File: config.mk
export PLATFORM = sky130hd
export DESIGN_NAME = pixel_point_alu
export DESIGN_NICKNAME = d
export VERILOG_FILES = /design/src/design/ppa_pkg.sv /design/src/design/ppa_front.sv /design/src/design/ppa_div_cell.sv /design/src/design/pixel_point_alu.sv
export SDC_FILE = /design/constraint.sdc
export NUM_CORES = 1
export LEC_CHECK = 0
export BUFFER_PORTS_ARGS = -buffer_cell sky130_fd_sc_hd__buf_2
export CORE_ASPECT_RATIO = 0.75
export CORE_MARGIN = 2
export CORE_UTILIZATION = 55
export DETAILED_ROUTE_END_ITERATION = 10
export GPL_ROUTABILITY_DRIVEN = 0
export GPL_TIMING_DRIVEN = 1
export PLACE_DENSITY = 0.78
export SLEW_MARGIN = 20
export SYNTH_ARGS = -nofsm -noshare
export SYNTH_HDL_FRONTEND = slang
export SYNTH_SLANG_ARGS = --single-unit
File: constraint.sdc
create_clock -name clk -period 6.4 [get_ports clk]
set_clock_uncertainty 0.05 [all_clocks]
set_input_delay 0.96 -clock clk [delete_from_list [all_inputs] [get_ports clk]]
set_output_delay 0.96 -clock clk [all_outputs]
set_load 0.005 [all_outputs]
File: src/design/ppa_pkg.sv
// ----------------------------------------------------------------------------
// ppa_pkg - shared types and constants for the pixel point ALU
// Opcodes, pixel limits and the beat record handed from cell to cell.
// ----------------------------------------------------------------------------
package ppa_pkg;

  localparam int unsigned PIX_W   = 8;
  localparam int unsigned OP_W    = 4;
  localparam int unsigned N_CELLS = PIX_W;  // one quotient bit per cell

  localparam logic [PIX_W-1:0] PIX_MAX = 8'hFF;

  typedef enum logic [OP_W-1:0] {
    OP_SET       = 4'd0,
    OP_ADD       = 4'd1,
    OP_SUB       = 4'd2,
    OP_MUL       = 4'd3,
    OP_DIV       = 4'd4,
    OP_MAX       = 4'd5,
    OP_MIN       = 4'd6,
    OP_AVG       = 4'd7,
    OP_THRESHOLD = 4'd8
  } ppa_op_t;

  // One beat in flight. Non-divide results are final at the front stage;
  // divides carry remainder and the dividend/quotient shift word.
  typedef struct packed {
    logic             is_div;
    logic             dz;
    logic [PIX_W-1:0] divisor;
    logic [PIX_W-1:0] rem;
    logic [PIX_W-1:0] aq;
    logic [PIX_W-1:0] result;
  } ppa_beat_t;

endpackage

File: src/design/ppa_front.sv
// ----------------------------------------------------------------------------
// ppa_front - operand select and point operations
// Registers one beat; sets up the divide state for the cell chain.
// ----------------------------------------------------------------------------
module ppa_front import ppa_pkg::*; (
  input  logic             clk,
  input  logic             rst,
  input  logic             in_valid,
  output logic             in_ready,
  input  logic [OP_W-1:0]  opcode,
  input  logic [PIX_W-1:0] first_pixel,
  input  logic [PIX_W-1:0] second_pixel,
  input  logic             use_scalar,
  input  logic [PIX_W-1:0] scalar_value,
  output logic             out_valid,
  input  logic             out_ready,
  output ppa_beat_t        out_beat
);

  logic [PIX_W-1:0]   b;
  logic [PIX_W:0]     sum;
  logic [2*PIX_W-1:0] prod;
  ppa_beat_t          beat_next;

  assign b    = use_scalar ? scalar_value : second_pixel;
  assign sum  = {1'b0, first_pixel} + {1'b0, b};
  assign prod = {{PIX_W{1'b0}}, first_pixel} * {{PIX_W{1'b0}}, b};

  always_comb begin
    beat_next         = '0;
    beat_next.divisor = scalar_value;
    beat_next.aq      = first_pixel;
    case (opcode)
      OP_SET:       beat_next.result = scalar_value;
      OP_ADD:       beat_next.result = sum[PIX_W] ? PIX_MAX : sum[PIX_W-1:0];
      OP_SUB:       beat_next.result = (first_pixel > b) ? first_pixel - b : '0;
      OP_MUL:       beat_next.result = prod[2*PIX_W-1:PIX_W];
      OP_DIV: begin
        beat_next.is_div = 1'b1;
        beat_next.dz     = (scalar_value == '0);
      end
      OP_MAX:       beat_next.result = (first_pixel > b) ? first_pixel : b;
      OP_MIN:       beat_next.result = (first_pixel < b) ? first_pixel : b;
      OP_AVG:       beat_next.result = sum[PIX_W:1];
      OP_THRESHOLD: beat_next.result = {{(PIX_W-1){1'b0}}, first_pixel > scalar_value};
      default:      beat_next.result = first_pixel;
    endcase
  end

  assign in_ready = !out_valid || out_ready;

  always_ff @(posedge clk) begin
    if (rst) begin
      out_valid <= 1'b0;
    end else if (in_ready) begin
      out_valid <= in_valid;
    end
  end

  always_ff @(posedge clk) begin
    if (in_ready && in_valid) begin
      out_beat <= beat_next;
    end
  end

endmodule

File: src/design/ppa_div_cell.sv
// ----------------------------------------------------------------------------
// ppa_div_cell - one restoring-division step
// Shifts one dividend bit into the remainder and one quotient bit out.
// ----------------------------------------------------------------------------
module ppa_div_cell import ppa_pkg::*; (
  input  logic      clk,
  input  logic      rst,
  input  logic      in_valid,
  output logic      in_ready,
  input  ppa_beat_t in_beat,
  output logic      out_valid,
  input  logic      out_ready,
  output ppa_beat_t out_beat
);

  logic [PIX_W:0] trial;
  logic [PIX_W:0] diff;
  logic           q_bit;
  ppa_beat_t      beat_next;

  assign trial = {in_beat.rem, in_beat.aq[PIX_W-1]};
  assign diff  = trial - {1'b0, in_beat.divisor};
  assign q_bit = (trial >= {1'b0, in_beat.divisor});

  always_comb begin
    beat_next = in_beat;
    if (in_beat.is_div) begin
      beat_next.rem = q_bit ? diff[PIX_W-1:0] : trial[PIX_W-1:0];
      beat_next.aq  = {in_beat.aq[PIX_W-2:0], q_bit};
    end
  end

  assign in_ready = !out_valid || out_ready;

  always_ff @(posedge clk) begin
    if (rst) begin
      out_valid <= 1'b0;
    end else if (in_ready) begin
      out_valid <= in_valid;
    end
  end

  always_ff @(posedge clk) begin
    if (in_ready && in_valid) begin
      out_beat <= beat_next;
    end
  end

endmodule

File: src/design/pixel_point_alu.sv
// ----------------------------------------------------------------------------
// pixel_point_alu - saturating 8-bit per-pixel point operation unit
// Pipeline: an accepted s_ beat passes nine registers (front stage plus eight
//   division cells) on its way to m_tvalid, the same for every opcode.
// Throughput: one beat per cycle; each stage holds one beat, and a stalled
//   output only stops the stages behind it once they fill up.
// Reset: rst (sync, active high) empties all stages and clears scalar_value.
// ----------------------------------------------------------------------------
module pixel_point_alu import ppa_pkg::*; (
  input  logic        clk,
  input  logic        rst,
  // configuration: scalar_value
  input  logic        cfg_valid,
  output logic        cfg_ready,
  input  logic [7:0]  cfg_data,
  // input beats
  input  logic        s_tvalid,
  output logic        s_tready,
  input  logic [15:0] s_tdata,   // [7:0] first_pixel, [15:8] second_pixel
  input  logic [4:0]  s_tuser,   // [3:0] opcode, [4] use_scalar
  // result beats
  output logic        m_tvalid,
  input  logic        m_tready,
  output logic [7:0]  m_tdata,   // [7:0] result_pixel
  output logic        m_tuser    // [0] divide_by_zero
);

  logic [PIX_W-1:0] scalar_value;

  // Scalar register; the user must write it only while no beat is in flight (not enforced here).
  assign cfg_ready = 1'b1;

  always_ff @(posedge clk) begin
    if (rst) begin
      scalar_value <= '0;
    end else if (cfg_valid && cfg_ready) begin
      scalar_value <= cfg_data;
    end
  end

  // Stage 0 is the front; stages 1..N_CELLS are the division cells.
  // Each stage's ready is local: empty, or its successor moves.
  logic      stg_valid [N_CELLS+1];
  logic      stg_ready [N_CELLS+1];
  ppa_beat_t stg_beat  [N_CELLS+1];

  ppa_front u_front (
    .clk          (clk),
    .rst          (rst),
    .in_valid     (s_tvalid),
    .in_ready     (s_tready),
    .opcode       (s_tuser[3:0]),
    .first_pixel  (s_tdata[7:0]),
    .second_pixel (s_tdata[15:8]),
    .use_scalar   (s_tuser[4]),
    .scalar_value (scalar_value),
    .out_valid    (stg_valid[0]),
    .out_ready    (stg_ready[0]),
    .out_beat     (stg_beat[0])
  );

  // Cell k resolves quotient bit (N_CELLS-k), MSB first.
  for (genvar k = 1; k <= N_CELLS; k++) begin : g_cell
    ppa_div_cell u_cell (
      .clk       (clk),
      .rst       (rst),
      .in_valid  (stg_valid[k-1]),
      .in_ready  (stg_ready[k-1]),
      .in_beat   (stg_beat[k-1]),
      .out_valid (stg_valid[k]),
      .out_ready (stg_ready[k]),
      .out_beat  (stg_beat[k])
    );
  end

  // Last cell register is the output register.
  assign stg_ready[N_CELLS] = m_tready;
  assign m_tvalid           = stg_valid[N_CELLS];

  // Non-divides pass the result; divides pick the quotient, or all ones when the divisor was zero.
  always_comb begin
    m_tuser = stg_beat[N_CELLS].dz;
    if (!stg_beat[N_CELLS].is_div) begin
      m_tdata = stg_beat[N_CELLS].result;
    end else if (stg_beat[N_CELLS].dz) begin
      m_tdata = PIX_MAX;
    end else begin
      m_tdata = stg_beat[N_CELLS].aq;
    end
  end

  // -- checks ----------------------------------------------------------------
  a_dz_saturates: assert property (@(posedge clk) disable iff (rst)
    m_tvalid && m_tuser |-> m_tdata == PIX_MAX)
    else $error("divide_by_zero without saturated result");

  a_dz_only_div: assert property (@(posedge clk) disable iff (rst)
    m_tvalid && m_tuser |-> stg_beat[N_CELLS].is_div)
    else $error("divide_by_zero flag on a non-divide beat");

  a_front_ready: assert property (@(posedge clk) disable iff (rst)
    !stg_valid[0] |-> s_tready)
    else $error("input stalled while front stage empty");

  a_accept_lands: assert property (@(posedge clk) disable iff (rst)
    s_tvalid && s_tready |=> stg_valid[0])
    else $error("accepted beat lost at front stage");

endmodule

==> key figures, run 1 <==
Synth
  – Yosys reg bits: 299
  – Warnings, synthesis: 0
  – Synth top area cells: edfxtp_1, ha_1, fa_1, inv_1, mux2_2
  – Most common cell in the netlist: edfxtp_1
  – Post-Syn Nets: 1,687
  – Mapped cell area: 17,300 sq um
  – Synth cell count leaders: edfxtp_1, inv_1, ha_1
  – Post-synth EDFFs: 282
  – Top_reg_cell synth: edfxtp_1
  – Sequential-to-total area share from yosys stat: 0.510
  – Yosys top cell by area: edfxtp_1
  – Post-Syn Instances: 1,494
  – Mapped Avg Cell Area: 11.6 sq um
  – Yosys top cell area share: 0.491
  – Synth async-reset ratio: 0
  – Post-synth cell types: 74

Global route
  – Grt peak-use layer: met2
  – Grt ovf: 0
  – Initial antenna violation count: 0
  – Largest net degree at the start of global routing: 35
  – GR Util met2: 0.337
  – Met1 usage: 0.299
  – M3 GR Usage: 0.0607
  – Number of global-route vias before repair: 11,300
  – First-pass GRT wire length: 57.3 mm
  – Overall Global Routing Usage: 0.216

Timing
  – Fin Hold WS: 0.366 ns
  – Slew Limit Fails: 0
  – Final Cycle Share: 0.895
  – Fin crit period: 5.72 ns
  – Achievable Freq: 175 MHz
  – Slew @ Worst Pin: 1.06 ns
  – RSZ-0062 raised after global routing: false
  – TNS Setup: 0 ns
  – Final hold violations: 0
  – Final setup viols: 0
  – Max-slew headroom: 0.288

Setup path
  – Crit path required time: 6.69 ns
  – CP startpoint kind: primary input
  – Setup crit end kind: register
  – Worst EP arrival: 6.01 ns
  – CP Max Fanout: 10
  – Critical path class: in -> reg

Clocking
  – Clk buf depth: 3
  – Clock transition at path regs: 0.07 ns
  – Clk_lat worst skew: 0.58 ns
  – Root Buffer: clkbuf_16
  – CTS buffer count: 29
  – Post-cts sizing count: 0
  – Clock sink total: 299
  – CTS tree: done
  – Post CTS Setup Buffer Count: 0
  – H-Tree Depth: 1
  – Post-CTS Hold Buffers: 0

Detailed routing
  – DRC viols: 0
  – Via density per instance: 5.96
  – ANT nets after route: 0
  – Initial DRC count: 1,039
  – Routed WL per cell: 17.9 microns
  – Initial DRT Pass Iterations: 6
  – Total wire length: 35.2 mm
  – Vias post-DR: 11,700

Worst hold path
  – Worst hold-check path type: reg -> reg

Place
  – DP HPWL: 26.3 mm
  – # port buffers: 44

Power
  – PD cells: 244 nW/um^2
  – Leakage power: 7.35 nW
  – VDD IR max: 0.241 mV

Floorplan
  – Die area: 32,800 sq um
  – FP Rows: 56
  – Die Width: 209 microns
  – Core area: 31,100 sq um
  – Initial Util: 0.555
  – Height of the die: 157 microns
  – # IOs: 46

Layout
  – FF/Latch Area: 8810 sq um
  – Fillers: 2,414
  – Area grow syn2layout: 9.71%
  – Diode count: 0
  – Layout cells sized above 1: 0.118
  – Final net count: 1,729
  – Area of the multi-input gates: 7660 sq um

Status
  – Outcome: complete, no violations

Run
  – Max Cap Viol: 0
final timing paths:
check	cells after the start	from	slack [ns]	to
worst max register to register	17	scalar_value[6]	0.91	u_front.out_beat[7]
worst max-delay path	18	s_tuser[4]	0.68	u_front.out_beat[7]
worst min register to register	0	g_cell[7].u_cell.out_beat[5]	0.37	g_cell[8].u_cell.out_beat[5]
worst min-delay path	0	g_cell[7].u_cell.out_beat[5]	0.37	g_cell[8].u_cell.out_beat[5]
report_power, final:
part	switching [mW]	internal, mW
Sequential	0.0362	2.18
Combinational	0.443	0.291
Clock	0.703	0.957
layout make-up:
type,instances,share of cell area
sequential,299,0.465
clock buffer,36,0.0397
multi-input combinational,979,0.405
timing repair buffer,67,0.0229
tap,406,0.0268
inverter,160,0.0317
clock inverter,15,0.00912
critical path, cell delays in order:
cell and delay [ns]:
buf_2 0.25, mux2i_1 0.54, inv_1 0.15, ha_1 0.30, fa_1 0.48, fa_1 0.51
fa_1 0.49, inv_1 0.05, fa_1 0.41, inv_1 0.07, ha_1 0.29, a21oi_1 0.23
o21ai_1 0.12, a31oi_1 0.23, a31oi_1 0.15, and2_1 0.19, or3_1 0.34, a32o_1 0.26
routing by layer:
layer  part of all wire  vias to the layer above  routed length, microns
li1                   -                     5577                       -
met1               0.43                     5529                   15100
met2               0.44                      492                   15600
met3               0.10                       88                    3580
met4              0.026                        0                     920
met5                  0                        -                       0
logic make-up after synthesis:
logic type	after synthesis	share of synthesized area
compound gates	335	0.137
xor+xnor	26	0.0132
fa+ha+maj	159	0.134
buf+inv	216	0.0492
flops	299	0.510
mux	65	0.0412
other cells	1	0.000217
simple gates	393	0.115
through the flow:
step / utilization / power [mW] / instance area, sq um / setup slack (ns) / instances
after floorplan: - / 2.77 / 17300 / 0.322 / 1494
final: 0.609 / 4.61 / 18900 / 0.675 / 1962
after detailed placement: 0.577 / 2.96 / 18000 / 0.130 / 1909
after CTS: 0.607 / 4.62 / 18900 / 0.750 / 1960
after global routing: 0.609 / 4.80 / 18900 / 0.436 / 1962
after global placement: 0.577 / 2.93 / 18000 / 0.400 / 1909
layout by cell type, fill, tap and decap left out, types with 7 or more instances in the layout:
master / instances
o211ai_1: 20
a31oi_1: 42
a31o_1: 10
nor3b_1: 15
nand4_1: 20
a21oi_1: 37
nor3_1: 18
a21boi_1: 10
o22a_1: 8
inv_1: 159
o22ai_1: 9
o21a_1: 19
nor2b_1: 52
clkbuf_1: 7
clkbuf_16: 29
dfxtp_1: 17
ha_1: 116
o21ai_1: 17
o21ai_0: 59
buf_4: 21
fa_1: 43
nand3_1: 60
a211o_1: 17
mux2i_1: 17
a21o_1: 10
nor2_1: 103
edfxtp_1: 282
xor2_1: 10
o2111ai_1: 7
nand2b_1: 20
nand2_1: 63
mux2_2: 48
buf_2: 44
and2_1: 14
xnor2_1: 16
flip-flops by register name (all words and copies together), names as in the netlist:
register                 count
u_front.out_beat            26
u_front.out_valid            1
g_cell.u_cell.out_valid      8
g_cell.u_cell.out_beat     256
scalar_value                 8
Note: power is estimated with default switching activity, not from simulation.
==> inputs of run 2 (changes only) <==
--- a/config.mk
+++ b/config.mk
@@ -5,7 +5,7 @@
 export SDC_FILE = /design/constraint.sdc
 export NUM_CORES = 1
 export LEC_CHECK = 0
-export BUFFER_PORTS_ARGS = -buffer_cell sky130_fd_sc_hd__buf_2
+export BUFFER_PORTS_ARGS = -buffer_cell sky130_fd_sc_hd__buf_4
 export CORE_ASPECT_RATIO = 0.75
 export CORE_MARGIN = 2
 export CORE_UTILIZATION = 55
==> run 2 against run 1 <==
Sequential power is essentially flat. Sequential share of layout area shrank 0.32 points. Critical path depth is the same. First-iteration DRC count grew 6.1%. Core utilization grew 0.42 points. Global-route usage shrank 0.53 points. Count of clock-buffer cells in the layout shrank 2. Final cell count shrank 0.10%. Total power grew 1.6%. Clock power grew 5%. Critical path type unchanged.
==> key figures, run 2 (same netlist as run 1, synthesis figures left out) <==
Global route
  – Initial antenna violation count: 0 (unchanged)
  – Largest net degree at the start of global routing: 35 (unchanged)
  – First-pass GRT wire length: 55.9 mm (was 57.3 mm)
  – Overall Global Routing Usage: 0.211 (was 0.216)
  – Grt ovf: 0 (unchanged)
  – Number of global-route vias before repair: 11,100 (was 11,300)

Layout
  – Leading cell type in the layout, fill and taps excluded: edfxtp_1 (unchanged)
  – Layout cells sized above 1: 0.118 (about the same)
  – Final net count: 1,725 (was 1,729)
  – Number of flip-flops in the largest register: 256 (unchanged)
  – Final non-filler cell area: 19,100 sq um (was 18,900 sq um)
  – Largest Register: g_cell.u_cell.out_beat (unchanged)
  – Area grow syn2layout: 10.5% (was 9.71%)
  – Top Registers: g_cell.u_cell.out_beat: 256 flops, u_front.out_beat: 26 flops (unchanged)
  – Most frequent cells in the layout: edfxtp_1, inv_1, ha_1 (unchanged)

Power
  – Sw power: 1.18 mW (about the same)
  – Combinational Power Share: 0.156 (was 0.159)
  – Clock share of power: 0.372 (was 0.360)
  – Internal power: 3.51 mW (was 3.43 mW)
  – Leakage power: 7.38 nW (was 7.35 nW)
  – Sequential Power Share: 0.473 (was 0.481)
  – VDD IR max: 0.232 mV (was 0.241 mV)
  – Switching part of the total: 0.252 (was 0.256)
  – PD cells: 246 nW/um^2 (was 244 nW/um^2)

Worst hold path
  – Worst hold-check path type: reg -> reg (unchanged)

Floorplan
  – Die area: 32,800 sq um (unchanged)
  – Core area: 31,100 sq um (unchanged)
  – Die Width: 209 microns (unchanged)
  – Height of the die: 157 microns (unchanged)
  – # IOs: 46 (unchanged)
  – Initial Util: 0.555 (unchanged)
  – FP Rows: 56 (unchanged)

Clocking
  – Post CTS Setup Buffer Count: 0 (unchanged)
  – Clk_lat worst skew: 0.57 ns (was 0.58 ns)
  – H-Tree Depth: 1 (unchanged)
  – Clock transition at path regs: 0.06 ns (was 0.07 ns)
  – CTS buffer count: 28 (was 29)
  – Clock sink total: 299 (unchanged)
  – Post-CTS Hold Buffers: 0 (unchanged)
  – CTS tree: done (unchanged)
  – Post-cts sizing count: 0 (unchanged)
  – Clk buf depth: 3 (unchanged)
  – Root Buffer: clkbuf_16 (unchanged)

Detailed routing
  – DRC viols: 0 (unchanged)
  – Vias post-DR: 11,600 (was 11,700)
  – Routed WL per cell: 17.8 microns (was 17.9 microns)
  – Via density per instance: 5.92 (was 5.96)
  – Initial DRT Pass Iterations: 6 (unchanged)
  – Total wire length: 34.8 mm (was 35.2 mm)
  – Initial DRC count: 1,102 (was 1,039)
  – ANT nets after route: 0 (unchanged)

Timing
  – Final hold violations: 0 (unchanged)
  – TNS Setup: 0 ns (unchanged)
  – Slew Limit Fails: 0 (unchanged)
  – Slew @ Worst Pin: 1.07 ns (was 1.06 ns)
  – RSZ-0062 raised after global routing: false (unchanged)
  – Max-slew headroom: 0.279 (was 0.288)
  – Final setup viols: 0 (unchanged)
  – Achievable Freq: 179 MHz (was 175 MHz)
  – Setup ws final: 0.812 ns (was 0.675 ns)
  – Final Cycle Share: 0.873 (was 0.895)
  – Fin crit period: 5.59 ns (was 5.72 ns)

Setup path
  – Worst EP arrival: 5.85 ns (was 6.01 ns)
  – Critical path class: in -> reg (unchanged)
  – Critical path's top delay family: adder cells (unchanged)
  – CP max-delay cell: fa_1 (was mux2i_1)
  – CP cell instances: buf_4, mux2i_1, inv_1, and2_1, fa_1, fa_1, fa_1, inv_1, fa_1, inv_1, ha_1, a21oi_1, o21ai_1, a31oi_1, a31oi_1, and2_1, or3_1, a32o_1 (was buf_2, mux2i_1, inv_1, ha_1, fa_1, fa_1, fa_1, inv_1, fa_1, inv_1, ha_1, a21oi_1, o21ai_1, a31oi_1, a31oi_1, and2_1, or3_1, a32o_1)
  – Crit path required time: 6.66 ns (was 6.69 ns)
  – Setup crit end kind: register (unchanged)
  – Critical Path Max Stage Delay: 0.54 ns (about the same)
  – CP startpoint kind: primary input (unchanged)
  – Buf+Inv Stages, Crit Path: 4 (unchanged)
  – Most Frequent Cell on Critical Path: fa_1 (unchanged)
  – CP Max Fanout: 10 (unchanged)

Place
  – DP HPWL: 25.5 mm (was 26.3 mm)
  – # port buffers: 44 (unchanged)
  – DP Area: 18,100 sq um (was 18,000 sq um)
  – Place WS: 0.286 ns (was 0.130 ns)

Status
  – Outcome: complete, no violations (unchanged)

Run
  – Max Cap Viol: 0 (unchanged)
==> run 2: power by group through the flow <==
stage | clock network, mW | registers (mW) | logic [mW]
2_1_floorplan | 0 | 2.24 | 0.526
3_3_place_gp | 0 | 2.25 | 0.680
3_5_place_dp | 0 | 2.26 | 0.696
4_1_cts | 1.78 | 2.21 | 0.704
5_1_grt | 1.84 | 2.22 | 0.800
6_report | 1.74 | 2.22 | 0.729
==> run 2: stage by stage <==
step	instances	utilization	hold WS [ns]	power, mW
after floorplan	1494	-	0.350	2.77
after global placement	1907	0.580	0.350	2.93
after detailed placement	1907	0.580	0.355	2.95
after CTS	1958	0.612	0.353	4.70
after global routing	1959	0.613	0.374	4.86
final	1960	0.613	0.366	4.69
==> run 2: worst paths after layout <==
check	from	end	slack [ns]	cells past startpoint
setup / recovery	s_tuser[4]	u_front.out_beat[7]	0.81	18
setup reg to reg	scalar_value[6]	u_front.out_beat[7]	0.94	17
hold / removal	u_front.out_beat[2]	g_cell[1].u_cell.out_beat[2]	0.37	0
hold reg to reg	u_front.out_beat[2]	g_cell[1].u_cell.out_beat[2]	0.37	0
==> run 2: layout make-up <==
type,count,area [sq um]
Multi-Input combinational cell,979,7660
Clock buffer,34,743
Tap cell,406,508
Inverter,160,601
Sequential cell,299,8810
Timing Repair Buffer,64,500
Antenna cell,1,2.50
Clock inverter,17,243
Fill cell,2361,12000
==> run 2: metal layers <==
metal	routed length, microns	global-route usage
met3	3180	0.0579
met4	816	0.0500
met2	15400	0.333
met5	0	0
met1	15400	0.292
